File: config.mk
export PLATFORM = sky130hd
export DESIGN_NAME = ttkm_round
export DESIGN_NICKNAME = d
export VERILOG_FILES = /design/src/rtl/core/tuning_table_key_mapper_core_defines.svh /design/src/rtl/core/ttkm_pkg.sv /design/src/rtl/core/ttkm_round.sv
export SDC_FILE = /design/constraint.sdc
export NUM_CORES = 1
export LEC_CHECK = 0
export BUFFER_PORTS_ARGS = -buffer_cell sky130_fd_sc_hd__buf_2
export CAP_MARGIN = 15
export CORE_ASPECT_RATIO = 1.5
export CORE_UTILIZATION = 44
export CTS_CLUSTER_DIAMETER = 120
export DETAILED_ROUTE_END_ITERATION = 12
export PLACE_DENSITY_LB_ADDON = 0.1
export SYNTH_ARGS = -nofsm -noshare
export SYNTH_HDL_FRONTEND = slang
export SYNTH_SLANG_ARGS = --single-unit
File: constraint.sdc
create_clock -name clk -period 2.5 [get_ports clk]
set_input_delay 0.25 -clock clk [delete_from_list [all_inputs] [get_ports clk]]
set_output_delay 0.25 -clock clk [all_outputs]
set_load 0.05 [all_outputs]
File: src/rtl/core/tuning_table_key_mapper_core_defines.svh
// assertion macros for the tuning table key mapper core
// depends on nothing; files that check take it by include
`ifndef TUNING_TABLE_KEY_MAPPER_CORE_DEFINES_SVH
`define TUNING_TABLE_KEY_MAPPER_CORE_DEFINES_SVH

`ifndef SYNTHESIS
// consequent holds in the same cycle as the trigger
`define TTKM_ASSERT_NOW(label, trig, cons, msg) \
  label: assert property (@(posedge clk) disable iff (!rst_n) (trig) |-> (cons)) \
    else $error(msg);
// consequent holds in the cycle after the trigger
`define TTKM_ASSERT_NEXT(label, trig, cons, msg) \
  label: assert property (@(posedge clk) disable iff (!rst_n) (trig) |=> (cons)) \
    else $error(msg);
`else
`define TTKM_ASSERT_NOW(label, trig, cons, msg)
`define TTKM_ASSERT_NEXT(label, trig, cons, msg)
`endif

`endif

File: src/rtl/core/ttkm_pkg.sv
// shared types, constants and the divider step for the key mapper core
// depends on nothing
package ttkm_pkg;

  localparam int KEY_W      = 7;
  localparam int WIDTH_W    = 8;
  localparam int PERIOD_W   = 31;
  localparam int TONE_W     = 32;
  localparam int OUT_KEY_W  = 16;
  localparam int FRAC_W     = 25;
  localparam int PITCH_W    = 40;
  localparam int OCT_W      = 8;
  localparam int FRAC_SHIFT = 24;
  localparam int DIV_BITS   = 7;
  localparam int CFG_ADDR_W = 2;

  localparam logic KIND_LOAD = 1'b0;
  localparam logic KIND_MAP  = 1'b1;

  localparam logic [FRAC_SHIFT-1:0] HALF_SEMI = 24'h800000;
  localparam logic [FRAC_W-1:0]     ONE_SEMI  = 25'h1000000;
  localparam logic signed [FRAC_W-1:0] FRAC_MAX = 25'sd8388608;
  localparam logic signed [FRAC_W-1:0] FRAC_MIN = -25'sd8388608;

  typedef enum logic [CFG_ADDR_W-1:0] {
    CFG_ANCHOR_KEY  = 2'd0,
    CFG_TABLE_WIDTH = 2'd1,
    CFG_PERIOD_SIZE = 2'd2
  } cfg_reg_t;

  // item fields carried alongside the divider
  typedef struct packed {
    logic              kind;
    logic [KEY_W-1:0]  idx;
    logic [TONE_W-1:0] tone;
    logic              neg;
    logic              zw;
  } tag_t;

  // one divider stage: remainder, dividend bits shifting out, quotient shifting in
  typedef struct packed {
    logic                valid;
    logic [WIDTH_W-1:0]  rem;
    logic [DIV_BITS-1:0] aq;
    tag_t                tag;
  } div_t;

  typedef struct packed {
    logic               wr_en;
    logic               rd_en;
    logic [WIDTH_W-1:0] index;
    logic [TONE_W-1:0]  wdata;
  } mem_req_t;

  typedef struct packed {
    logic                       valid;
    logic                       has;
    logic signed [PITCH_W-1:0]  pitch;
  } acc_t;

  // one restoring division step, one quotient bit
  function automatic div_t div_step(div_t cur, logic [WIDTH_W-1:0] divisor);
    logic [WIDTH_W:0] trial;
    div_t             nxt;
    nxt   = cur;
    trial = {cur.rem, cur.aq[DIV_BITS-1]};
    if (trial >= {1'b0, divisor}) begin
      nxt.rem = WIDTH_W'(trial - {1'b0, divisor});
      nxt.aq  = {cur.aq[DIV_BITS-2:0], 1'b1};
    end else begin
      nxt.rem = trial[WIDTH_W-1:0];
      nxt.aq  = {cur.aq[DIV_BITS-2:0], 1'b0};
    end
    return nxt;
  endfunction

endpackage

File: src/rtl/core/ttkm_round.sv
// output stage: nearest key with folded fraction, key saturation
// depends on ttkm_pkg
module ttkm_round
  import ttkm_pkg::*;
(
  input  logic                        clk,
  input  logic                        rst_n,
  input  acc_t                        acc,
  output logic                        out_valid,
  output logic                        out_has_tone,
  output logic signed [OUT_KEY_W-1:0] out_key,
  output logic signed [FRAC_W-1:0]    out_pitch_fraction
);

  logic                  valid_r;
  logic                  has_r;
  logic [OUT_KEY_W-1:0]  key_r, key_nxt;
  logic [FRAC_W-1:0]     frac_r, frac_nxt;
  logic [FRAC_SHIFT-1:0] low;
  logic [OUT_KEY_W-1:0]  whole;
  logic                  up;
  logic [OUT_KEY_W:0]    key_wide;

  assign low   = acc.pitch[FRAC_SHIFT-1:0];
  assign whole = acc.pitch[PITCH_W-1:FRAC_SHIFT];
  // exact half stays on the truncated key, which is one up for negative pitch
  assign up    = (low > HALF_SEMI) || ((low == HALF_SEMI) && acc.pitch[PITCH_W-1]);
  assign key_wide = {whole[OUT_KEY_W-1], whole} + (OUT_KEY_W+1)'(up);

  always_comb begin
    key_nxt  = '0;
    frac_nxt = '0;
    if (acc.has) begin
      frac_nxt = up ? (FRAC_W'(low) - ONE_SEMI) : FRAC_W'(low);
      if (key_wide[OUT_KEY_W:OUT_KEY_W-1] == 2'b01) begin
        key_nxt = {1'b0, {(OUT_KEY_W-1){1'b1}}};
      end else begin
        key_nxt = key_wide[OUT_KEY_W-1:0];
      end
    end
  end

  always_ff @(posedge clk) begin
    if (!rst_n) begin
      valid_r <= 1'b0;
    end else begin
      valid_r <= acc.valid;
    end
    has_r  <= acc.has;
    key_r  <= key_nxt;
    frac_r <= frac_nxt;
  end

  assign out_valid          = valid_r;
  assign out_has_tone       = has_r;
  assign out_key            = $signed(key_r);
  assign out_pitch_fraction = $signed(frac_r);

endmodule

After elaboration in Yosys (flattened, before gate mapping)
Index checks and enable logic that the tools add are counted.
{"block": "classes", "order_cmp": 1, "n_reduce_logical": 4, "mux": 2, "addsub": 2, "bitwise_logic": 1, "n_eq_ne": 2}
{"cell": "$sub 24x25->25 const B", "count": 1}
{"cell": "$eq 24x24->1 const B", "count": 1}
{"cell": "$gt 24x24->1 const B", "count": 1}
{"cell": "$mux 24", "count": 1}
{"cell": "$add 16x2->17", "count": 1}
{"cell": "$mux 15", "count": 1}
{"cell": "$eq 2x1->1 const B", "count": 1}
{"cell": "$reduce_and 2->1", "count": 1}
{"cell": "$reduce_or 2->1", "count": 1}
{"cell": "$logic_and 1x1->1", "count": 1}
{"cell": "$logic_or 1x1->1", "count": 1}
{"cell": "$not 1->1", "count": 1}
{"block": "word_totals", "reg_bits": 43, "word_cells": 18, "input_bits": 44, "output_inout_bits": 43}

Longest topological paths before layout
Gate-level depths: netlist (run 1).
{"block": "depth", "depth_word": 6, "depth_mapped": 11, "mapped_depth_nobuf": 10}

Least setup slack after synthesis (run 1)
OpenSTA, ideal clock, no wires.
{"block": "synth_timing", "kind": "input-to-reg", "startpoint": "input port acc[17] in the netlist's numbering", "endpoint": "register key_r[10] (netlist: out_key[10])", "path_slack_ns": 0.678, "required_time_ns": 2.381, "arrival_ns": 1.703, "stages": 11, "n_path_buf": 1, "path_cell_list": "nor4_1 > nand4_1 > nor2_1 > nor2b_1 > ha_1 > ha_1 > nand2_1 > mux2i_1 > nand3_2 > buf_6 > a21boi_2"}
{"block": "synth_via", "elab_chain_len": 6, "word_cells_on_any_way": 7}
{"element": "start: declaration", "line": "ttkm_round.sv:8", "text": "input acc_t acc,"}
{"element": "branches (longest 2 deep; another with $gt 24x24->1)"}
{"element": "$logic_or 1x1->1 *", "line": "ttkm_round.sv:27", "text": "assign up = (low > HALF_SEMI) || ((low == HALF_SEMI) && acc.pitch[PITCH_W-1]);"}
{"element": "$add 16x2->17 *", "line": "ttkm_round.sv:28", "text": "assign key_wide = {whole[OUT_KEY_W-1], whole} + (OUT_KEY_W+1)'(up);"}
{"element": "$eq 2x1->1", "line": "ttkm_round.sv:35", "text": "if (key_wide[OUT_KEY_W:OUT_KEY_W-1] == 2'b01) begin"}
{"element": "$mux 15 *", "line": "ttkm_round.sv:35"}
{"element": "end signal: assignment", "line": "ttkm_round.sv:50", "text": "key_r <= key_nxt;"}
{"element": "end: declaration", "line": "ttkm_round.sv:17", "text": "logic [OUT_KEY_W-1:0] key_r, key_nxt;"}
Mark *: on every way between the ends.
A chain may end at the register's enable or synchronous reset.

Worst setup path in the final report (run 1)
{"block": "layout_timing", "startpoint": "input port acc[39] in the netlist's numbering", "endpoint": "register key_r[13] (netlist: out_key[13])"}
{"block": "layout_via", "elab_chain_len": 5}
{"element": "$logic_and 1x1->1", "line": "ttkm_round.sv:27"}
{"element": "$logic_or 1x1->1", "line": "ttkm_round.sv:27"}
{"element": "$add 16x2->17 *", "line": "ttkm_round.sv:28"}
{"element": "$eq 2x1->1", "line": "ttkm_round.sv:35"}
{"element": "$mux 15 *", "line": "ttkm_round.sv:35"}
Every way passes the cells marked *; elsewhere a longest branch is shown, timed or not.

==> impl_results.md, run 1 <==
* CTS Hold Buffers Added at 0
* GPL Wtd Cong at 0.779
* Logic pwr share at 0.180
* Area of the multi-input gates at 721 µm²
* LEAKAGE at 1.04 nW
* Synth top area share at 0.524
* Final net count at 284
* Syn Area/Cell at 10.8 µm²
* Layout area overhead at 34.8%
* Post-DP Area at 2080 µm²
* Fin. Hold Viols at 0
* First-pass GRT wire length at 5890 µm
* GRT Overall Usage at 0.196
* Pre-Repair DR Iteration Count at 4
* Cell-internal power at 1.21 mW
* Vias in the first global route at 1399
* Core box area at 3480 µm²
* Register bit total from synthesis at 43
* Die Width at 51.9 µm
* Clock sinks at 43
* Power density over the cells at 742 nW/µm²
* WL final at 3510 µm
* Largest net degree at the start of global routing at 42
* Worst Setup Path Type: primary input to flop
* Syn. warnings at 0
* Worst Tran Pin Value at 529 ps
* Outcome: complete, no violations
* Port bufs at 86
* CTS resizes at 0
* Reg clk slew, reported paths at 80 ps
* Final setup TNS at 0 ps
* Die Footprint at 3980 µm²
* Vias at 1379
* Clk pwr share at 0.375
* Final Setup Violations at 0
* # rows at 26
* Switch share at 0.265
* Post-synth top area cell: dfxtp_1
* WHS at 175 ps
* Fin crit share at 0.807
* Cells after Synth at 152
* Worst-path fanout max at 14
* Routed length per instance at 12.5 µm
* Crit path required time at 2700 ps
* Max-slew violation count at 0
* Starting Density at 0.472
* Worst EP arrival at 2220 ps
* Number of CTS-inserted buffers at 5
* P_sw at 434 µW
* Largest cells by area after synthesis: dfxtp_1, and2_1, a21boi_2
* Worst VDD drop at 0.508 mV
* DR vias/cell at 4.91
* Fmax at 495 MHz
* Worst setup EP type: flop
* MaxCap Viol Count at 0
* DRT iter0 DRCs at 27
* Hold Path Class: primary input to flop
* Clk root buf: clkbuf_8
* Post-synth EDFFs at 0
* GR Overflow Total at 0
* RSZ-0062 raised after global routing: false
* Synth top cells by count: dfxtp_1, and2_1, a21boi_2, nor4_1, xnor2_1
* Residual DRC at 0
* Seq/Total Area, Yosys at 0.524
* Fill count at 301
* Area of the mapped netlist at 1640 µm²
* CTS H-Tree Depth at 2
* Slew margin rel. at 0.647
* Main synth FF type: dfxtp_1
* Initial antenna violation count at 0
* Hpwl dp at 2770 µm
* Synth Net Count at 198
* CTS Buffer Depth at 2
* Die height at 76.8 µm
* Antenna-violating nets left at 0
* Tmin final at 2020 ps
* Design area at 2210 µm²
* Count leader, synth: dfxtp_1
* CTS tree: done
* Sequential share of power at 0.445
* Yosys cell types at 26
* Register area at 861 µm²
* Startpoint types: primary input
* Layout cells sized above 1 at 0.456
* Synth async-reset ratio at 0
* Post-CTS setup buffer count at 0
* Boundary Pins at 87
* Inserted Diodes at 0
-- per-layer routing --
| metal | track usage | part of all wire | wire length [µm] |
|---|---|---|---|
| met1 | 0.188 | 0.37 | 1290 |
| met2 | 0.367 | 0.55 | 1910 |
| met4 | 0.0757 | 0.016 | 57 |
| met5 | 0 | 0 | 0 |
| met3 | 0.0575 | 0.071 | 248 |
-- stage by stage --
| step | cells | util | total power, mW | setup slack [ps] |
|---|---|---|---|---|
| floorplan | 152 | - | 0.952 | 678 |
| global placement | 273 | 0.597 | 1.04 | 197 |
| detailed placement | 273 | 0.597 | 1.04 | 187 |
| CTS | 281 | 0.636 | 1.66 | 468 |
| global route | 281 | 0.636 | 1.71 | 218 |
| finish | 281 | 0.636 | 1.64 | 482 |
-- layout make-up --
type / count / share of cell area
flip-flops and latches: 43 / 0.389
multi-input cells: 98 / 0.326
repair buffers: 86 / 0.195
clock buffers: 6 / 0.0328
clock inverters: 2 / 0.0271
well taps: 42 / 0.0238
inverters: 4 / 0.00679
-- cells by family (layout without fill, tap and decap cells) --
group,after synthesis,in the layout,synth area share
muxes,1,1,0.00610
AOI/OAI and AO/OA,17,17,0.0960
adders and majority gates,2,2,0.0152
DFF,43,43,0.524
and+or+nand+nor,66,66,0.258
xor gates and xnor gates,12,12,0.0640
buffers and inverters,11,98,0.0366
-- worst paths after layout --
check / from / to / slack, ps / cells after the start
min: acc[14] / out_pitch_fraction[14] / 180 / 2
max: acc[39] / out_key[13] / 480 / 10
-- registers in the layout, summed over array words and instances (netlist names) --
register            cells
out_pitch_fraction     25
out_has_tone            1
out_key                16
out_valid               1
-- worst max-delay path: stages --
cell and delay (ps):
buf_2 130, nor4_1 300, nand4_1 120, nor2_1 150, nor2b_1 70, ha_1 210
nand2_1 90, mux2i_1 250, nand3_2 360, a21boi_0 290
-- power groups by stage --
stage / Clock (mW) / Sequential (mW) / Combinational [mW]
after floorplan: 0 / 0.886 / 0.0660
after global placement: 0 / 0.746 / 0.292
after detailed placement: 0 / 0.748 / 0.297
after CTS: 0.629 / 0.732 / 0.298
after global routing: 0.663 / 0.735 / 0.314
final: 0.616 / 0.731 / 0.295
-- layout by cell type, fill, tap and decap left out --
master | Yosys | layout
buf_2 | 0 | 86
dfxtp_1 | 43 | 43
and2_1 | 25 | 25
nor4_1 | 10 | 10
xnor2_1 | 10 | 10
a21boi_2 | 10 | 10
nand2_1 | 9 | 9
clkbuf_8 | 0 | 5
nand3_1 | 4 | 4
inv_1 | 4 | 4
a21boi_0 | 4 | 4
nand4_1 | 3 | 3
nor2_1 | 3 | 3
nor3_1 | 3 | 3
nor2b_1 | 2 | 2
nand3_2 | 2 | 2
xor2_1 | 2 | 2
a21oi_1 | 2 | 2
nor4_2 | 2 | 2
ha_1 | 2 | 2
bufinv_16 | 0 | 2
nand3_4 | 1 | 1
and3_1 | 1 | 1
nor4b_4 | 1 | 1
mux2i_1 | 1 | 1
o21ai_0 | 1 | 1
clkbuf_1 | 4 | 1
(Power assumes the default switching activity.)
==> run 2: changes to the inputs <==
==> constraint.sdc (replaced) <==
create_clock -name clk -period 1.9 [get_ports clk]
set_input_delay 0.19 -clock clk [delete_from_list [all_inputs] [get_ports clk]]
set_output_delay 0.19 -clock clk [all_outputs]
set_load 0.05 [all_outputs]
==> run 2 against run 1 <==
- cell area grew 4.2%
- critical path depth grew 1
- global-route usage shrank 0.82 points
- utilization grew 2.7 points
- sequential share of layout area shrank 1.6 points
- power grew 33%
- flip-flop and latch count is the same
- non-clock buffer count grew 5
- wire length grew 4.4%
- clock power grew 33%
- critical endpoint is now out_key[10]
==> impl_results.md, run 2 (synthesized netlist as in run 1, its figures left out) <==
* WL final at 3660 µm (was 3510 µm)
* Vias in the first global route at 1324 (was 1399)
* Pre-Repair DR Iteration Count at 4 (unchanged)
* RSZ-0062 raised after global routing: false (unchanged)
* Hpwl dp at 2810 µm (was 2770 µm)
* GPL Wtd Cong at 0.771 (was 0.779)
* Fin crit share at 0.940
* LEAKAGE at 1.07 nW (was 1.04 nW)
* Core Util, Final at 0.662 (was 0.636)
* Port bufs at 86 (unchanged)
* Die Width at 51.9 µm (unchanged)
* Post-DP Area at 2140 µm² (was 2080 µm²)
* Worst Setup Path Type: primary input to flop (unchanged)
* Worst EP arrival at 1970 ps (was 2220 ps)
* MaxCap Viol Count at 0 (unchanged)
* Die height at 76.8 µm (unchanged)
* CTS Buffer Depth at 2 (unchanged)
* Max-slew violation count at 0 (unchanged)
* Crit-path leading delay family: simple AND/OR/NAND/NOR gates (unchanged)
* Fmax at 560 MHz
* GRT Overall Usage at 0.188 (was 0.196)
* Slew margin rel. at 0.647 (about the same)
* Post-CTS setup buffer count at 0 (unchanged)
* Die Footprint at 3980 µm² (unchanged)
* Reg clk slew, reported paths at 80 ps (about the same)
* Worst-path fanout max at 5 (was 14)
* Vias at 1405 (was 1379)
* Startpoint types: primary input (unchanged)
* Flip-flop count of the largest register after layout at 25 (unchanged)
* Fin. Hold Viols at 0 (unchanged)
* Number of CTS-inserted buffers at 5 (unchanged)
* Crit path required time at 2080 ps (was 2700 ps)
* Most frequent cells in the layout: buf_2, dfxtp_1, and2_1 (unchanged)
* GR Overflow Total at 0 (unchanged)
* Critical path cell sequence: buf_2 -> nor4_4 -> nand4_1 -> nor2_1 -> nor2b_1 -> ha_1 -> ha_1 -> nand2_1 -> nor4_1 -> xnor2_1 -> a21boi_2 (was buf_2 -> nor4_1 -> nand4_1 -> nor2_1 -> nor2b_1 -> ha_1 -> nand2_1 -> mux2i_1 -> nand3_2 -> a21boi_0)
* First-pass GRT wire length at 5640 µm (was 5890 µm)
* DR vias/cell at 4.91 (about the same)
* DRT iter0 DRCs at 21 (was 27)
* Inserted Diodes at 0 (unchanged)
* Core box area at 3480 µm² (unchanged)
* Layout cells sized above 1 at 0.484 (was 0.456)
* Clock sinks at 43 (unchanged)
* Slowest CP cell: nor4_4 (was nand3_2)
* Clk root buf: clkbuf_8 (unchanged)
* Initial antenna violation count at 0 (unchanged)
* Fill count at 299 (was 301)
* Worst setup EP type: flop (unchanged)
* Hold Path Class: primary input to flop (unchanged)
* Commonest non-fill, non-tap cell in the layout: buf_2 (unchanged)
* Worst VDD drop at 0.720 mV (was 0.508 mV)
* Final net count at 289 (was 284)
* Layout area overhead at 40.5% (was 34.8%)
* Worst Tran Pin Value at 529 ps (about the same)
* Antenna-violating nets left at 0 (unchanged)
* Starting Density at 0.472 (unchanged)
* Residual DRC at 0 (unchanged)
* Design area at 2310 µm² (was 2210 µm²)
* Final Setup Violations at 0 (unchanged)
* Tmin final at 1790 ps
* WHS at 94.7 ps (was 175 ps)
* CTS H-Tree Depth at 2 (unchanged)
* Largest net degree at the start of global routing at 42 (unchanged)
* Outcome: complete, no violations (unchanged)
* # rows at 26 (unchanged)
* Area of the multi-input gates at 752 µm² (was 721 µm²)
* Routed length per instance at 12.8 µm (was 12.5 µm)
* CTS Hold Buffers Added at 0 (unchanged)
* Buffers plus inverters on the worst setup path at 1 (unchanged)
* Largest stage delay, worst path at 290 ps (was 360 ps)
* Power density over the cells at 947 nW/µm² (was 742 nW/µm²)
* Most used cell, CP: ha_1
* Boundary Pins at 87 (unchanged)
* CTS resizes at 0 (unchanged)
* CTS tree: done (unchanged)
* Register area at 861 µm² (unchanged)
==> run 2: changes by cell type in the layout (fill, tap and decap cells not counted), sizes merged <==
cell,previous run,this run
buf,86,91
==> run 2: stage by stage <==
| stage | std cells | TNS (ps) | setup slack [ps] | power (mW) |
|---|---|---|---|---|
| after global routing | 286 | 0 | 0.690 | 2.27 |
| after floorplan | 152 | 0 | 138 | 1.25 |
| after global placement | 278 | -2420 | -184 | 1.37 |
| after detailed placement | 278 | -3350 | -284 | 1.38 |
| final | 286 | 0 | 114 | 2.18 |
| after CTS | 286 | 0 | 19.7 | 2.19 |
==> run 2: worst paths after layout <==
check / from / end / slack, ps / cells past startpoint
worst max-delay path: acc[17] / out_key[10] / 110 / 11
worst min-delay path: acc[41] / out_valid / 90 / 2
==> run 2: layout make-up <==
class / instances / share of cell area
Clock buffer: 6 / 0.0315
Timing Repair Buffer: 91 / 0.214
Sequential cell: 43 / 0.373
Multi-Input combinational cell: 98 / 0.326
Inverter: 4 / 0.00651
Tap cell: 42 / 0.0228
Clock inverter: 2 / 0.0260
==> run 2: power breakdown <==
| group | internal [mW] | total, mW | switching, mW |
|---|---|---|---|
| registers | 0.951 | 0.962 | 0.0111 |
| logic | 0.119 | 0.401 | 0.282 |
| clock network | 0.525 | 0.820 | 0.295 |
| total | 1.60 | 2.18 | 0.588 |
==> run 2: layer usage <==
metal,GRT usage,share of wire,vias to the layer above,wire [µm]
met3,0.0536,0.072,7,262
met5,0,0,-,0
met2,0.340,0.53,59,1940
li1,-,-,696,-
met1,0.181,0.38,643,1370
met4,0.0973,0.023,0,85
==> run 3: changes to the inputs <==
--- a/config.mk
+++ b/config.mk
@@ -11,7 +11,9 @@
 export CORE_UTILIZATION = 44
 export CTS_CLUSTER_DIAMETER = 120
 export DETAILED_ROUTE_END_ITERATION = 12
+export HOLD_SLACK_MARGIN = 0.03
 export PLACE_DENSITY_LB_ADDON = 0.1
+export RECOVER_POWER = 100
 export SYNTH_ARGS = -nofsm -noshare
 export SYNTH_HDL_FRONTEND = slang
 export SYNTH_SLANG_ARGS = --single-unit
==> run 3 against run 2 <==
- sequential share of layout area up 1.3 points
- count of clock-buffer cells in the layout unchanged
- setup slack got worse by 22 ps
- first-iteration DRC count is 19% lower
- die area unchanged
- wire length up 2.1%
- worst hold slack gained 3.8 ps
- critical path depth unchanged
- utilization down 2.2 points
- combinational power is 4% lower
- critical path type unchanged
- largest power group unchanged
==> impl_results.md, run 3 (synthesized netlist as in run 1, its figures left out) <==
* Most used cell, CP: ha_1 (unchanged)
* Boundary Pins at 87 (unchanged)
* WL met1 at 1430 µm (was 1370 µm)
* Port bufs at 86 (unchanged)
* Inserted Diodes at 0 (unchanged)
* Residual DRC at 0 (unchanged)
* WL final at 3740 µm (was 3660 µm)
* LEAKAGE at 0.899 nW (was 1.07 nW)
* Largest stage delay, worst path at 290 ps (about the same)
* CTS H-Tree Depth at 2 (unchanged)
* Initial antenna violation count at 0 (unchanged)
* Worst setup EP type: flop (unchanged)
* DRT iter0 DRCs at 17 (was 21)
* CTS tree: done (unchanged)
* Design area at 2230 µm² (was 2310 µm²)
* Met2 WL post-DR at 1960 µm (was 1940 µm)
* Critical path cell sequence: buf_2 -> nor4_4 -> nand4_1 -> nor2_1 -> nor2b_1 -> ha_1 -> ha_1 -> nand2_1 -> nor4_1 -> xnor2_1 -> a21boi_2 (unchanged)
* Fmax at 553 MHz (was 560 MHz)
* Cell-internal power at 1.58 mW (was 1.60 mW)
* Most frequent cells in the layout: clkbuf_1, dfxtp_1, buf_2 (was buf_2, dfxtp_1, and2_1)
* Crit path required time at 2080 ps (about the same)
* Reg clk slew, reported paths at 80 ps (about the same)
* Vias at 1408 (was 1405)
* # rows at 26 (unchanged)
* Clock sinks at 43 (unchanged)
* Number of CTS-inserted buffers at 5 (unchanged)
* Crit-path leading delay family: simple AND/OR/NAND/NOR gates (unchanged)
* Fin crit share at 0.951 (was 0.940)
* Tmin final at 1810 ps (was 1790 ps)
* Worst VDD drop at 0.714 mV (was 0.720 mV)
* Post-DP Area at 2140 µm² (unchanged)
* Antenna-violating nets left at 0 (unchanged)
* GPL Wtd Cong at 0.771 (unchanged)
* Fin. Hold Viols at 0 (unchanged)
* Core box area at 3480 µm² (unchanged)
* RSZ-0062 raised after global routing: false (unchanged)
* Clk pwr share at 0.378 (was 0.376)
* Worst Setup Path Type: primary input to flop (unchanged)
* Die Width at 51.9 µm (unchanged)
* Worst EP arrival at 1990 ps (was 1970 ps)
* GRT Overall Usage at 0.188 (unchanged)
* Final net count at 289 (unchanged)
* Outcome: complete, no violations (unchanged)
* Startpoint of the worst hold path: acc[41] (unchanged)
* Area of the multi-input gates at 737 µm² (was 752 µm²)
* Power density over the cells at 970 nW/µm² (was 947 nW/µm²)
* Register area at 861 µm² (unchanged)
* Hpwl dp at 2810 µm (unchanged)
* Layout cells sized above 1 at 0.279 (was 0.484)
* Pre-Repair DR Iteration Count at 4 (unchanged)
* Slowest CP cell: nor4_4 (unchanged)
* Commonest non-fill, non-tap cell in the layout: clkbuf_1 (was buf_2)
* GR Overflow Total at 0 (unchanged)
* Worst hold path depth at 2 (unchanged)
* Layout area overhead at 35.9% (was 40.5%)
* P_sw at 587 µW (was 588 µW)
* Logic pwr share at 0.177 (was 0.184)
* Worst Tran Pin Value at 1290 ps (was 529 ps)
* Post-CTS setup buffer count at 0 (unchanged)
* Max-slew violation count at 0 (unchanged)
* Sequential share of power at 0.445 (was 0.441)
* Flip-flop count of the largest register after layout at 25 (unchanged)
* Met3 WL post-DR at 273 µm (was 262 µm)
* Starting Density at 0.472 (unchanged)
* Largest net degree at the start of global routing at 42 (unchanged)
* Hold Path Class: primary input to flop (unchanged)
* Slew margin rel. at 0.137 (was 0.647)
* Highest metal used: met4 (unchanged)
* WHS at 98.5 ps (was 94.7 ps)
* Fill count at 342 (was 299)
* First-pass GRT wire length at 5640 µm (unchanged)
* Vias in the first global route at 1324 (unchanged)
* Routed length per instance at 13.1 µm (was 12.8 µm)
* MaxCap Viol Count at 0 (unchanged)
* Clk root buf: clkbuf_8 (unchanged)
* Switch share at 0.271 (was 0.269)
* Setup crit start: acc[17] (unchanged)
* DR vias/cell at 4.92 (was 4.91)
* Startpoint types: primary input (unchanged)
* Die Footprint at 3980 µm² (unchanged)
* Worst-path fanout max at 5 (unchanged)
* Final Setup Violations at 0 (unchanged)
* Core Util, Final at 0.641 (was 0.662)
* Buffers plus inverters on the worst setup path at 1 (unchanged)
* CTS Buffer Depth at 2 (unchanged)
* End of the worst hold path: out_valid (unchanged)
* Die height at 76.8 µm (unchanged)
==> run 3: cell count changes in the layout (fill, tap and decap cells not counted), sizes merged <==
cell / delta
buf: -47
clkbuf: +47
==> run 3: layout make-up <==
class | instances | area share
clock inverter | 2 | 0.0269
tap | 42 | 0.0236
timing repair buffer | 91 | 0.194
sequential | 43 | 0.386
inverter | 4 | 0.00673
clock buffer | 6 | 0.0325
multi-input combinational | 98 | 0.330
==> run 3: per-stage QoR <==
stage	TNS [ps]	setup WS (ps)	cells	total power, mW
3_3_place_gp	-2420	-184	278	1.37
4_1_cts	0	19.7	286	2.19
6_report	0	92.6	286	2.16
2_1_floorplan	0	138	152	1.25
3_5_place_dp	-3350	-284	278	1.38
5_1_grt	0	5.99	286	2.25
==> run 3: what timing repair did <==
| action | 4_1_cts | 5_1_grt |
|---|---|---|
| endpoints found under the setup margin | 0 | 14 |
| hold buffers | 0 | 0 |
| gates resized for setup | 0 | 5 |
==> run 3: layer usage <==
layer  vias to the layer above  GRT usage
met2                        63      0.340
met5                         -          0
met4                         0     0.0973
met1                       646      0.181
li1                        693          -
met3                         6     0.0536
==> run 3: power by group through the flow <==
stage	registers, mW	clock network (mW)	logic (mW)
finish	0.964	0.818	0.383
global route	0.969	0.879	0.405
CTS	0.962	0.834	0.398
detailed placement	0.983	0	0.397
global placement	0.982	0	0.391
floorplan	1.17	0	0.0869
==> run 3: how the worst max path moves through the flow <==
stage,to,slack (ps),cells after the start
global placement,out_key[1],-180,11
floorplan,out_key[10],140,11
global route,out_key[13],6,11
finish,out_key[10],90,11
CTS,out_key[10],20,11
detailed placement,out_key[10],-280,11
