$ cat src/rtl/core/tuning_table_key_mapper_core_defines.svh
// assertion macros for the tuning table key mapper core
// depends on nothing; files that check take it by include
`ifndef TUNING_TABLE_KEY_MAPPER_CORE_DEFINES_SVH
`define TUNING_TABLE_KEY_MAPPER_CORE_DEFINES_SVH

`ifndef SYNTHESIS
// consequent holds in the same cycle as the trigger
`define TTKM_ASSERT_NOW(label, trig, cons, msg) \
  label: assert property (@(posedge clk) disable iff (!rst_n) (trig) |-> (cons)) \
    else $error(msg);
// consequent holds in the cycle after the trigger
`define TTKM_ASSERT_NEXT(label, trig, cons, msg) \
  label: assert property (@(posedge clk) disable iff (!rst_n) (trig) |=> (cons)) \
    else $error(msg);
`else
`define TTKM_ASSERT_NOW(label, trig, cons, msg)
`define TTKM_ASSERT_NEXT(label, trig, cons, msg)
`endif

`endif

$ cat src/rtl/core/ttkm_pkg.sv
// shared types, constants and the divider step for the key mapper core
// depends on nothing
package ttkm_pkg;

  localparam int KEY_W      = 7;
  localparam int WIDTH_W    = 8;
  localparam int PERIOD_W   = 31;
  localparam int TONE_W     = 32;
  localparam int OUT_KEY_W  = 16;
  localparam int FRAC_W     = 25;
  localparam int PITCH_W    = 40;
  localparam int OCT_W      = 8;
  localparam int FRAC_SHIFT = 24;
  localparam int DIV_BITS   = 7;
  localparam int CFG_ADDR_W = 2;

  localparam logic KIND_LOAD = 1'b0;
  localparam logic KIND_MAP  = 1'b1;

  localparam logic [FRAC_SHIFT-1:0] HALF_SEMI = 24'h800000;
  localparam logic [FRAC_W-1:0]     ONE_SEMI  = 25'h1000000;
  localparam logic signed [FRAC_W-1:0] FRAC_MAX = 25'sd8388608;
  localparam logic signed [FRAC_W-1:0] FRAC_MIN = -25'sd8388608;

  typedef enum logic [CFG_ADDR_W-1:0] {
    CFG_ANCHOR_KEY  = 2'd0,
    CFG_TABLE_WIDTH = 2'd1,
    CFG_PERIOD_SIZE = 2'd2
  } cfg_reg_t;

  // item fields carried alongside the divider
  typedef struct packed {
    logic              kind;
    logic [KEY_W-1:0]  idx;
    logic [TONE_W-1:0] tone;
    logic              neg;
    logic              zw;
  } tag_t;

  // one divider stage: remainder, dividend bits shifting out, quotient shifting in
  typedef struct packed {
    logic                valid;
    logic [WIDTH_W-1:0]  rem;
    logic [DIV_BITS-1:0] aq;
    tag_t                tag;
  } div_t;

  typedef struct packed {
    logic               wr_en;
    logic               rd_en;
    logic [WIDTH_W-1:0] index;
    logic [TONE_W-1:0]  wdata;
  } mem_req_t;

  typedef struct packed {
    logic                       valid;
    logic                       has;
    logic signed [PITCH_W-1:0]  pitch;
  } acc_t;

  // one restoring division step, one quotient bit
  function automatic div_t div_step(div_t cur, logic [WIDTH_W-1:0] divisor);
    logic [WIDTH_W:0] trial;
    div_t             nxt;
    nxt   = cur;
    trial = {cur.rem, cur.aq[DIV_BITS-1]};
    if (trial >= {1'b0, divisor}) begin
      nxt.rem = WIDTH_W'(trial - {1'b0, divisor});
      nxt.aq  = {cur.aq[DIV_BITS-2:0], 1'b1};
    end else begin
      nxt.rem = trial[WIDTH_W-1:0];
      nxt.aq  = {cur.aq[DIV_BITS-2:0], 1'b0};
    end
    return nxt;
  endfunction

endpackage

$ cat src/rtl/core/ttkm_div.sv
// pipelined restoring divider, one quotient bit per stage
// depends on ttkm_pkg
module ttkm_div
  import ttkm_pkg::*;
(
  input  logic               clk,
  input  logic               rst_n,
  input  logic [WIDTH_W-1:0] divisor,
  input  div_t               div_in,
  output div_t               div_out
);

  div_t stage_r [DIV_BITS];

  for (genvar i = 0; i < DIV_BITS; i++) begin : g_stage
    div_t stage_nxt;
    if (i == 0) begin : g_first
      assign stage_nxt = div_step(div_in, divisor);
    end else begin : g_rest
      assign stage_nxt = div_step(stage_r[i-1], divisor);
    end
    always_ff @(posedge clk) begin
      if (!rst_n) begin
        stage_r[i] <= '0;
      end else begin
        stage_r[i] <= stage_nxt;
      end
    end
  end

  assign div_out = stage_r[DIV_BITS-1];

endmodule

$ cat config.mk
export PLATFORM = sky130hd
export DESIGN_NAME = ttkm_div
export DESIGN_NICKNAME = d
export VERILOG_FILES = /design/src/rtl/core/tuning_table_key_mapper_core_defines.svh /design/src/rtl/core/ttkm_pkg.sv /design/src/rtl/core/ttkm_div.sv
export SDC_FILE = /design/constraint.sdc
export NUM_CORES = 1
export LEC_CHECK = 0
export ABC_AREA = 1
export ABC_CLOCK_PERIOD_IN_PS = 1510
export BUFFER_PORTS_ARGS = -buffer_cell sky130_fd_sc_hd__buf_2
export CORE_MARGIN = 3
export CORE_UTILIZATION = 55
export CTS_BUF_LIST = sky130_fd_sc_hd__clkbuf_2 sky130_fd_sc_hd__clkbuf_4 sky130_fd_sc_hd__clkbuf_8
export DETAILED_ROUTE_END_ITERATION = 10
export GPL_TIMING_DRIVEN = 0
export PLACE_DENSITY_LB_ADDON = 0.3
export SYNTH_ARGS = -nofsm -noshare
export SYNTH_HDL_FRONTEND = slang
export SYNTH_SLANG_ARGS = --single-unit
$ cat constraint.sdc
create_clock -name clk -period 1.51 [get_ports clk]
set_input_delay 0.151 -clock clk [delete_from_list [all_inputs] [get_ports clk]]
set_output_delay 0.151 -clock clk [all_outputs]
set_load 0.05 [all_outputs]
## After elaboration in Yosys (flattened, before gate mapping)

Memory sizes are Yosys's and may differ from the RTL's.
Cells that the tools add are included.

| word-level totals | value |
|---|---|
| memories | 1 |
| word-level logic and storage cells | 38 |
| RAM bits | 406 |
| bits in registers | 0 |

| cells by class | value |
|---|---|
| bitwise operators | 7 |
| mux-type cells | 16 |
| $add $sub $neg | 7 |
| order comparisons | 7 |

Memory list:

| name | depth | bits a word | rd ports | clocked after Yosys merged registers in | write ports | line | source |
|---|---|---|---|---|---|---|---|
| stage_r | 7 | 58 | 7 | 0 | 7 | ttkm_div.sv:13 | `div_t stage_r [DIV_BITS];` |

Operator list:

| operator | number |
|---|---|
| 2-to-1 mux 58 bit | 7 |
| 2-to-1 mux 15 bit | 7 |
| >= comparator 9 x 8 -> 1 bit | 7 |
| subtractor 8 bit | 7 |
| bitwise OR 1 bit | 7 |
| 2-to-1 mux 1 bit | 2 |

## Logic depth before layout (Yosys ltp)

Gate-level depths: netlist of run 1.

| logic depth | value |
|---|---|
| depth in word-level cells | 3 |
| mapped depth | 13 |
| depth with buffers taken out | 13 |

## Worst setup path before layout of run 1

Ideal clock, no wire load.

| path | value |
|---|---|
| path type | register to register |
| start | memory stage_r[5][48] in the netlist's numbering |
| end | memory stage_r[6][53] in the netlist's numbering |
| cell stages (with the launch flop) | 9 |
| setup slack | 0.023 ns |
| buffers on the path | 0 |
| arrival | 1.374 ns |
| data required time | 1.397 ns |
| library setup time | 0.113 ns |
| clock period less this slack | 1.487 ns |
| cell sequence | dfxtp_1 > inv_1 > ha_1 > fa_1 > o21bai_1 > xnor2_1 > nand2_1 > nand2_1 > nor2_1 |

RTL lines:

| item | line |
|---|---|
| from (decl) | ttkm_div.sv:13 |

==> report_table.html, run 1 <==
<table>
<tr><th>Metric</th><th>Value</th></tr>
<tr><th colspan="2">Drt</th></tr>
<tr><td>Via density</td><td>4.46</td></tr>
<tr><td>Wire length after detailed routing</td><td>33200 µm</td></tr>
<tr><td>Initial DRC Count</td><td>577</td></tr>
<tr><td>Number of design rule violations left after detail routing</td><td>0</td></tr>
<tr><td>DR pass1 iterations</td><td>5</td></tr>
<tr><td>Via count of the routed design</td><td>11900</td></tr>
<tr><td>Wire length per cell after detailed routing</td><td>12.5 µm</td></tr>
<tr><td>Post-route antenna net violation count</td><td>0</td></tr>
<tr><th colspan="2">Layout</th></tr>
<tr><td>Area growth from synthesis to layout</td><td>32.0%</td></tr>
<tr><td>Layout cells sized above 1</td><td>0.286</td></tr>
<tr><td>Register with the most flip-flops</td><td>stage_r</td></tr>
<tr><td>Final #Nets</td><td>2411</td></tr>
<tr><td>Flip-flop count of the largest register after layout</td><td>406</td></tr>
<tr><td>Final core utilization</td><td>0.741</td></tr>
<tr><td>Non-filler instance count after layout</td><td>2659</td></tr>
<tr><td>Registers with the most flip-flops</td><td>stage_r x406</td></tr>
<tr><td>Final antenna diode count</td><td>0</td></tr>
<tr><td>Final std cell area, no fill</td><td>0.0200 mm²</td></tr>
<tr><th colspan="2">Worst setup path</th></tr>
<tr><td>Data arrival, critical path</td><td>2.11 ns</td></tr>
<tr><td>Worst R2R End</td><td>stage_r[5][55]$_SDFF_PN0_</td></tr>
<tr><td>Launch point of the worst path</td><td>stage_r[4][50]$_SDFF_PN0_</td></tr>
<tr><td>Required time of the worst setup path</td><td>2.03 ns</td></tr>
<tr><td>Type of the setup path with the least slack</td><td>reg -&gt; reg</td></tr>
<tr><td>Logic depth of the worst register-to-register path</td><td>11</td></tr>
<tr><td>Critical-path cell list</td><td>ha_4, nand2_2, nand2_1, nand2_1, nand2_2, nand2_2, nand4_4, buf_6, nand2_2, nand2_2, nor2_2</td></tr>
<tr><td>Sum of buffers and inverters on the critical path</td><td>1</td></tr>
<tr><td>CP Capture Type</td><td>flop</td></tr>
<tr><td>Top cell by count, worst path</td><td>nand2_2</td></tr>
<tr><td>Worst R2R Setup Slack</td><td>-0.08 ns</td></tr>
<tr><td>Maximum fanout along the worst path</td><td>5</td></tr>
<tr><td>Setup crit start kind</td><td>flop</td></tr>
<tr><td>Peak per-stage delay on the critical path</td><td>0.36 ns</td></tr>
<tr><td>Worst path slowest cell</td><td>dfxtp_4</td></tr>
<tr><td>Startpoint of the lowest-slack register-to-register path</td><td>stage_r[4][50]$_SDFF_PN0_</td></tr>
<tr><td>Largest delay share family, worst path</td><td>simple AND/OR/NAND/NOR gates</td></tr>
<tr><th colspan="2">Run status</th></tr>
<tr><td>Violated checks</td><td>setup timing</td></tr>
<tr><td>Run status</td><td>complete, but fails checks</td></tr>
<tr><th colspan="2">Synthesis</th></tr>
<tr><td>Simple-gate share of the synthesized area</td><td>0.248</td></tr>
<tr><td>Number of distinct library cell variants in the gate-level netlist after synthesis</td><td>27</td></tr>
<tr><td>Compound-gate portion of the synthesized area</td><td>0.0118</td></tr>
<tr><td>Biggest area contributors in the synthesized netlist</td><td>dfxtp_1, nand2_1, inv_1, ha_1, nor2_1</td></tr>
<tr><td>FFs w/ async S/R, synth</td><td>0</td></tr>
<tr><td>Most frequently used cell type in the post-synthesis netlist</td><td>nand2_1</td></tr>
<tr><td>Cell count after synthesis</td><td>1969</td></tr>
<tr><td>Mean instance size in the synthesized netlist</td><td>7.70 µm²</td></tr>
<tr><td>Number of flip-flops and latches in the synthesized netlist</td><td>406</td></tr>
<tr><td>Post-Syn Area</td><td>0.0152 mm²</td></tr>
<tr><td>Number of enable flip-flop cells after synthesis</td><td>0</td></tr>
<tr><td>Combinational family with the most area after synthesis</td><td>simple AND/OR/NAND/NOR gates</td></tr>
<tr><td>Post-synthesis mux area share</td><td>0</td></tr>
<tr><td>Share of Yosys cell area claimed by the top area cell type</td><td>0.536</td></tr>
<tr><td>Leading post-synthesis cells by instance count</td><td>nand2_1, inv_1, dfxtp_1</td></tr>
<tr><td>Adder-cell share of the synthesized area</td><td>0.0554</td></tr>
<tr><td>Synthesized Nets</td><td>2100</td></tr>
<tr><td>Portion of the post-synthesis area used by sequential elements</td><td>0.536</td></tr>
<tr><td>Synth Warn #</td><td>0</td></tr>
<tr><td>Post-synthesis xor/xnor area fraction</td><td>0.0121</td></tr>
<tr><td>Library cell occupying the most area in the post-synthesis netlist</td><td>dfxtp_1</td></tr>
<tr><td>Flip-flop cell with the highest count after synthesis</td><td>dfxtp_1</td></tr>
<tr><th colspan="2">Global route</th></tr>
<tr><td>Aggregate global-route resource usage</td><td>0.214</td></tr>
<tr><td>Largest net degree at the start of global routing</td><td>18</td></tr>
<tr><td>Grt total ovfl</td><td>0</td></tr>
<tr><td>Number of global-route vias before repair</td><td>10900</td></tr>
<tr><td>Wire length of the first global-routing pass</td><td>50800 µm</td></tr>
<tr><td>Initial antenna violation count</td><td>0</td></tr>
<tr><th colspan="2">CTS</th></tr>
<tr><td>Number of H-tree levels</td><td>2</td></tr>
<tr><td>Worst-Skew Late Latency</td><td>0.60 ns</td></tr>
<tr><td>Total CTS buffers</td><td>60</td></tr>
<tr><td>Library cell used as clock root buffer</td><td>clkbuf_8</td></tr>
<tr><td>Clock tree from TritonCTS</td><td>done</td></tr>
<tr><td>Clock-pin transition on the worst setup and hold timing paths</td><td>0.07 ns</td></tr>
<tr><td>Bufs on Longest Clock Path</td><td>3</td></tr>
<tr><td>Number of sinks on the clock net</td><td>406</td></tr>
<tr><th colspan="2">Floorplanning</th></tr>
<tr><td>Horizontal die dimension</td><td>172 µm</td></tr>
<tr><td>Floorplan row count</td><td>60</td></tr>
<tr><td>Number of primary I/O pins</td><td>126</td></tr>
<tr><td>Full die area</td><td>0.0296 mm²</td></tr>
<tr><td>Core outline area</td><td>0.0270 mm²</td></tr>
<tr><td>Vert. Die Dim</td><td>172 µm</td></tr>
<tr><td>Initial Util</td><td>0.561</td></tr>
<tr><th colspan="2">Power</th></tr>
<tr><td>Leakage power of the design</td><td>11.6 nW</td></tr>
<tr><td>Pwr per Cell Area</td><td>1520 mW/mm²</td></tr>
<tr><td>IR drop worst, VDD</td><td>0.695 mV</td></tr>
<tr><th colspan="2">Timing</th></tr>
<tr><td>Unrepaired setup endpoints after global routing</td><td>yes</td></tr>
<tr><td>Slack of the critical path</td><td>-0.0796 ns</td></tr>
<tr><td>Slew at the pin closest to its max-slew limit</td><td>0.873 ns</td></tr>
<tr><td>Highest achievable clock rate</td><td>0.629 GHz</td></tr>
<tr><td>Setup-violating endpoint count in the final report</td><td>44</td></tr>
<tr><td>Headroom to the max-slew limit</td><td>0.418</td></tr>
<tr><td>Max Clock Skew</td><td>0.0257 ns</td></tr>
<tr><td>Period utilisation layout</td><td>1.05</td></tr>
<tr><td>TNS Setup</td><td>-1.51 ns</td></tr>
<tr><td>Final max-slew violation count</td><td>0</td></tr>
<tr><td>Final Hold Slack</td><td>0.101 ns</td></tr>
<tr><td>Hold violation count in the final report</td><td>0</td></tr>
<tr><td>Min cycle time layout</td><td>1.59 ns</td></tr>
<tr><th colspan="2">Min path</th></tr>
<tr><td>WHS Path Cells</td><td>7</td></tr>
<tr><td>Path category of the worst min-delay check</td><td>in -&gt; reg</td></tr>
<tr><td>Capture endpoint of the worst hold path</td><td>stage_r[0][56]$_SDFF_PN0_</td></tr>
<tr><td>Min-delay src</td><td>div_in[56]</td></tr>
<tr><th colspan="2">Place</th></tr>
<tr><td>DP Area</td><td>0.0162 mm²</td></tr>
<tr><td># port buffers</td><td>124</td></tr>
<tr><td>Half-perimeter wire length after placement</td><td>20500 µm</td></tr>
<tr><td>Weighted congestion reported at the end of routability-driven placement</td><td>0.869</td></tr>
<tr><td>Count of placed standard cells including taps</td><td>2434</td></tr>
<tr><th colspan="2">Flow run</th></tr>
<tr><td>Number of maximum-capacitance violations</td><td>0</td></tr>
</table>
## cell families after synthesis
logic type,count (synthesis)
flops,406
xor+xnor,21
buf+inv,525
simple gates,927
fa+ha+maj,63
compound gates,27
## power by group
part           internal (mW)  total, mW  switching (mW)
Sequential              11.6       12.1           0.518
Combinational           4.04       9.30            5.26
Clock                   5.04       8.96            3.92
## per-layer routing
layer | routed length [µm] | track usage
met5 | 0 | 0
met1 | 14500 | 0.268
met4 | 1100 | 0.0805
met2 | 15900 | 0.370
met3 | 1620 | 0.0361
## worst max-delay path by stage
stage                     slack [ns]                         to  cells after the start
after floorplan                 0.02  stage_r[6][53]$_SDFF_PN0_                      8
final                          -0.08  stage_r[5][55]$_SDFF_PN0_                     11
after detailed placement       -0.85  stage_r[5][56]$_SDFF_PN0_                     11
after global placement         -0.85  stage_r[5][56]$_SDFF_PN0_                     11
after global routing           -0.14  stage_r[6][55]$_SDFF_PN0_                     11
after CTS                      -0.04  stage_r[5][55]$_SDFF_PN0_                     11
## final cells by class
| cell class | count | area (µm²) |
|---|---|---|
| fillers | 1917 | 7000 |
| multi-input cells | 1038 | 6260 |
| inverters | 473 | 1800 |
| well taps | 341 | 427 |
| clock buffers | 88 | 1100 |
| clock inverters | 12 | 140 |
| flip-flops and latches | 406 | 8200 |
| repair buffers | 249 | 1800 |
| plain buffers | 52 | 294 |
## metrics by stage
stage / worst slack [ns] / total power [mW]
global route: -0.136 / 32.0
CTS: -0.0358 / 28.9
finish: -0.0796 / 30.3
global placement: -0.848 / 18.1
floorplan: 0.0232 / 16.8
detailed placement: -0.855 / 18.2
## cell usage in the layout, fill, tap and decap left out, drive strengths merged, types with 7 or more instances in the layout
| cell | synthesis | layout |
|---|---|---|
| a21oi | 20 | 20 |
| buf | 46 | 238 |
| clkbuf | 6 | 94 |
| clkinvlp | 0 | 9 |
| dfxtp | 406 | 406 |
| dlygate4sd3 | 0 | 57 |
| fa | 7 | 7 |
| ha | 56 | 56 |
| inv | 473 | 470 |
| nand2 | 668 | 668 |
| nand3 | 63 | 63 |
| nand4 | 19 | 19 |
| nor2 | 164 | 164 |
| o21bai | 7 | 7 |
| or2 | 7 | 7 |
| xnor2 | 13 | 13 |
| xor2 | 8 | 8 |
## tightest hold or removal path, stage by stage
cell     delay [ns]
buf_2          0.09
nor2_1         0.05
nand2_1        0.06
a21oi_1        0.03
nand3_1        0.07
nand2_1        0.05
nor2_1         0.15
## repair_timing
action / CTS / global route
buffers inserted: 38 / 24
resized for setup: 179 / 201
hold buffers: 57 / 0
gates cloned: 6 / 0
endpoints found under the setup margin: 63 / 55
pin swaps: 57 / 110
hold endpoints to repair: 57 / 0
No activity file was read; power rests on OpenSTA's default activity.
==> run 2, diff against run 1 <==
--- a/config.mk
+++ b/config.mk
@@ -13,7 +13,7 @@
 export CTS_BUF_LIST = sky130_fd_sc_hd__clkbuf_2 sky130_fd_sc_hd__clkbuf_4 sky130_fd_sc_hd__clkbuf_8
 export DETAILED_ROUTE_END_ITERATION = 10
 export GPL_TIMING_DRIVEN = 0
-export PLACE_DENSITY_LB_ADDON = 0.3
+export PLACE_DENSITY = 0.73
 export SYNTH_ARGS = -nofsm -noshare
 export SYNTH_HDL_FRONTEND = slang
 export SYNTH_SLANG_ARGS = --single-unit
==> run 2 against run 1 <==
  * The run still ends with setup timing left
  * Final cell count is 1.4% higher
  * Setup slack lost 0.076 ns
  * Combinational power grew 6.3%
  * Power rose by 4.6%
  * Sequential share of layout area fell by 0.97 points
  * Design area increased by 2.4%
  * Register-to-register slack worse by 0.08 ns
  * Largest cell class unchanged
==> report_table.html, run 2 (same netlist as run 1, synthesis figures left out) <==
<table>
<tr><th>Metric</th><th>Value</th></tr>
<tr><th colspan="2">Layout</th></tr>
<tr><td>Fill count</td><td>1846 (was 1917)</td></tr>
<tr><td>Multi-input logic area</td><td>0.00641 mm² (was 0.00626 mm²)</td></tr>
<tr><td>Registers with the most flip-flops</td><td>stage_r x406 (unchanged)</td></tr>
<tr><td>Register with the most flip-flops</td><td>stage_r (unchanged)</td></tr>
<tr><td>Flip-flop count of the largest register after layout</td><td>406 (unchanged)</td></tr>
<tr><td>Final std cell area, no fill</td><td>0.0205 mm² (was 0.0200 mm²)</td></tr>
<tr><td>Top library cells by usage in the layout, fill and taps aside</td><td>nand2_1, inv_1, dfxtp_1 (unchanged)</td></tr>
<tr><td>Final antenna diode count</td><td>0 (unchanged)</td></tr>
<tr><td>Sequential cell area</td><td>0.00820 mm² (unchanged)</td></tr>
<tr><td>Final #Nets</td><td>2435 (was 2411)</td></tr>
<tr><td>Layout cells sized above 1</td><td>0.305 (was 0.286)</td></tr>
<tr><td>Area growth from synthesis to layout</td><td>35.3% (was 32.0%)</td></tr>
<tr><td>Non-filler instance count after layout</td><td>2697 (was 2659)</td></tr>
<tr><td>Most common cell after layout, fill and taps aside</td><td>nand2_1 (unchanged)</td></tr>
<tr><th colspan="2">CTS</th></tr>
<tr><td>Clock tree from TritonCTS</td><td>done (unchanged)</td></tr>
<tr><td>Clock-pin transition on the worst setup and hold timing paths</td><td>0.06 ns (was 0.07 ns)</td></tr>
<tr><td>Library cell used as clock root buffer</td><td>clkbuf_8 (unchanged)</td></tr>
<tr><td>Number of sinks on the clock net</td><td>406 (unchanged)</td></tr>
<tr><td>Total CTS buffers</td><td>66 (was 60)</td></tr>
<tr><td>Number of H-tree levels</td><td>3 (was 2)</td></tr>
<tr><td>Worst-Skew Late Latency</td><td>0.57 ns (was 0.60 ns)</td></tr>
<tr><td>Bufs on Longest Clock Path</td><td>3 (unchanged)</td></tr>
<tr><th colspan="2">Power</th></tr>
<tr><td>IR drop worst, VDD</td><td>0.716 mV (was 0.695 mV)</td></tr>
<tr><td>Leakage power of the design</td><td>11.8 nW (was 11.6 nW)</td></tr>
<tr><td>Design Power</td><td>31.7 mW (was 30.3 mW)</td></tr>
<tr><td>Pwr per Cell Area</td><td>1550 mW/mm² (was 1520 mW/mm²)</td></tr>
<tr><th colspan="2">Place</th></tr>
<tr><td>Weighted congestion reported at the end of routability-driven placement</td><td>0.885 (was 0.869)</td></tr>
<tr><td>DP Area</td><td>0.0162 mm² (unchanged)</td></tr>
<tr><td>Count of placed standard cells including taps</td><td>2434 (unchanged)</td></tr>
<tr><td># port buffers</td><td>124 (unchanged)</td></tr>
<tr><td>Half-perimeter wire length after placement</td><td>20500 µm (about the same)</td></tr>
<tr><th colspan="2">Floorplanning</th></tr>
<tr><td>Core outline area</td><td>0.0270 mm² (unchanged)</td></tr>
<tr><td>Full die area</td><td>0.0296 mm² (unchanged)</td></tr>
<tr><td>Horizontal die dimension</td><td>172 µm (unchanged)</td></tr>
<tr><td>Vert. Die Dim</td><td>172 µm (unchanged)</td></tr>
<tr><td>Initial Util</td><td>0.561 (unchanged)</td></tr>
<tr><td>Floorplan row count</td><td>60 (unchanged)</td></tr>
<tr><td>Number of primary I/O pins</td><td>126 (unchanged)</td></tr>
<tr><th colspan="2">Worst setup path</th></tr>
<tr><td>Worst R2R Setup Slack</td><td>-0.16 ns (was -0.08 ns)</td></tr>
<tr><td>Data arrival, critical path</td><td>2.16 ns (was 2.11 ns)</td></tr>
<tr><td>Required time of the worst setup path</td><td>2.01 ns (was 2.03 ns)</td></tr>
<tr><td>Top cell by count, worst path</td><td>nand2_2 (unchanged)</td></tr>
<tr><td>Critical-path cell list</td><td>ha_4, nand2_2, nand2_2, nand2_2, nand2_2, nand2_2, nand4_4, buf_6, nand2_1, nand2_2, nor2_4 (was ha_4, nand2_2, nand2_1, nand2_1, nand2_2, nand2_2, nand4_4, buf_6, nand2_2, nand2_2, nor2_2)</td></tr>
<tr><td>Sum of buffers and inverters on the critical path</td><td>1 (unchanged)</td></tr>
<tr><td>Largest delay share family, worst path</td><td>simple AND/OR/NAND/NOR gates (unchanged)</td></tr>
<tr><td>Startpoint of the lowest-slack register-to-register path</td><td>stage_r[4][50]$_SDFF_PN0_ (unchanged)</td></tr>
<tr><td>Maximum fanout along the worst path</td><td>5 (unchanged)</td></tr>
<tr><td>Logic depth of the worst register-to-register path</td><td>11 (unchanged)</td></tr>
<tr><td>CP endpoint</td><td>stage_r[5][55]$_SDFF_PN0_ (unchanged)</td></tr>
<tr><td>Type of the setup path with the least slack</td><td>reg -&gt; reg (unchanged)</td></tr>
<tr><td>Worst path slowest cell</td><td>dfxtp_2 (was dfxtp_4)</td></tr>
<tr><td>Peak per-stage delay on the critical path</td><td>0.34 ns (was 0.36 ns)</td></tr>
<tr><td>CP Capture Type</td><td>flop (unchanged)</td></tr>
<tr><td>Setup crit start kind</td><td>flop (unchanged)</td></tr>
<tr><td>Number of cells on the critical path</td><td>11 (unchanged)</td></tr>
<tr><td>Launch point of the worst path</td><td>stage_r[4][50]$_SDFF_PN0_ (unchanged)</td></tr>
<tr><td>Worst R2R End</td><td>stage_r[5][55]$_SDFF_PN0_ (unchanged)</td></tr>
<tr><th colspan="2">Global route</th></tr>
<tr><td>Grt total ovfl</td><td>0 (unchanged)</td></tr>
<tr><td>Aggregate global-route resource usage</td><td>0.218 (was 0.214)</td></tr>
<tr><td>Initial antenna violation count</td><td>0 (unchanged)</td></tr>
<tr><td>Met1 usage in global routing</td><td>0.274 (was 0.268)</td></tr>
<tr><td>Wire length of the first global-routing pass</td><td>51600 µm (was 50800 µm)</td></tr>
<tr><td>Met3 GRT Util</td><td>0.0370 (was 0.0361)</td></tr>
<tr><td>Met2 routing resource usage after global routing</td><td>0.362 (was 0.370)</td></tr>
<tr><td>Largest net degree at the start of global routing</td><td>11 (was 18)</td></tr>
<tr><td>Busiest layer in global routing</td><td>met2 (unchanged)</td></tr>
<tr><td>Number of global-route vias before repair</td><td>11000 (was 10900)</td></tr>
<tr><th colspan="2">Timing</th></tr>
<tr><td>Unrepaired setup endpoints after global routing</td><td>yes (unchanged)</td></tr>
<tr><td>Headroom to the max-slew limit</td><td>0.398 (was 0.418)</td></tr>
<tr><td>Hold violation count in the final report</td><td>0 (unchanged)</td></tr>
<tr><td>Max Clock Skew</td><td>0.0198 ns (was 0.0257 ns)</td></tr>
<tr><td>Period utilisation layout</td><td>1.10 (was 1.05)</td></tr>
<tr><td>Highest achievable clock rate</td><td>0.600 GHz (was 0.629 GHz)</td></tr>
<tr><td>Slack of the critical path</td><td>-0.156 ns (was -0.0796 ns)</td></tr>
<tr><td>Final max-slew violation count</td><td>0 (unchanged)</td></tr>
<tr><td>Min cycle time layout</td><td>1.67 ns (was 1.59 ns)</td></tr>
<tr><td>Slew at the pin closest to its max-slew limit</td><td>0.903 ns (was 0.873 ns)</td></tr>
<tr><td>Setup-violating endpoint count in the final report</td><td>48 (was 44)</td></tr>
<tr><th colspan="2">Drt</th></tr>
<tr><td>Number of design rule violations left after detail routing</td><td>0 (unchanged)</td></tr>
<tr><td>Initial DRC Count</td><td>569 (was 577)</td></tr>
<tr><td>Wire length after detailed routing</td><td>33900 µm (was 33200 µm)</td></tr>
<tr><td>DR pass1 iterations</td><td>5 (unchanged)</td></tr>
<tr><td>Wire length per cell after detailed routing</td><td>12.6 µm (was 12.5 µm)</td></tr>
<tr><td>Via density</td><td>4.49 (was 4.46)</td></tr>
<tr><td>Post-route antenna net violation count</td><td>0 (unchanged)</td></tr>
<tr><td>Via count of the routed design</td><td>12100 (was 11900)</td></tr>
<tr><th colspan="2">Run status</th></tr>
<tr><td>Violated checks</td><td>setup timing (unchanged)</td></tr>
<tr><td>Run status</td><td>complete, but fails checks (unchanged)</td></tr>
<tr><th colspan="2">Min path</th></tr>
<tr><td>Path category of the worst min-delay check</td><td>in -&gt; reg (unchanged)</td></tr>
<tr><td>Min-delay src</td><td>div_in[49] (was div_in[56])</td></tr>
<tr><th colspan="2">Flow run</th></tr>
<tr><td>Number of maximum-capacitance violations</td><td>0 (unchanged)</td></tr>
</table>
-- run 2: layout make-up --
cell class	instances	area share
plain buffers	52	0.0145
clock buffers	99	0.0603
clock inverters	21	0.00823
inverters	473	0.0878
multi-input cells	1038	0.312
flip-flops and latches	406	0.400
well taps	341	0.0208
repair buffers	267	0.0964
-- run 2: per-layer routing --
layer,vias up,wire [µm]
met5,-,0
met3,118,1540
met2,336,16100
met4,0,1730
met1,5328,14600
li1,6331,-
-- run 2: repair_timing --
action	in CTS	in global routing
buffers inserted	38	43
resized for setup	188	224
hold endpoints to repair	57	1
setup endpoints to repair	63	58
gates cloned	6	0
pin swaps	55	116
hold buffers	57	1
-- run 2: how the worst min path moves through the flow --
stage / endpoint / slack (ns) / depth (start not counted)
4_1_cts: stage_r[0][56]$_SDFF_PN0_ / 0.06 / 7
3_5_place_dp: stage_r[0][32]$_SDFF_PN0_ / 0.34 / 3
6_report: stage_r[0][50]$_SDFF_PN0_ / 0.07 / 3
5_1_grt: stage_r[0][50]$_SDFF_PN0_ / 0.08 / 3
2_1_floorplan: stage_r[0][0]$_SDFF_PN0_ / 0.25 / 2
3_3_place_gp: stage_r[0][21]$_SDFF_PN0_ / 0.33 / 3
-- run 2: report_power, final --
part	total, mW	switching [mW]	leakage, nW	internal (mW)
combinational	9.89	5.52	7.73	4.37
sequential	12.1	0.545	3.33	11.6
clock	9.71	4.21	0.753	5.50
total	31.7	10.3	11.8	21.5
-- run 2: metrics by stage --
step	util	hold WS (ns)	worst slack (ns)	TNS (ns)
final	0.759	0.0730	-0.156	-2.56
after global routing	0.759	0.0773	-0.207	-6.26
after CTS	0.721	0.0649	-0.0438	-0.218
after detailed placement	0.600	0.337	-0.849	-52.85
after global placement	0.600	0.333	-0.877	-53.08
after floorplan	-	0.249	0.0232	0
-- run 2: tightest hold or removal path, stage by stage --
cell            delay (ns)
dlymetal6s4s_1        0.28
nor2_1                0.08
nor2_1                0.09
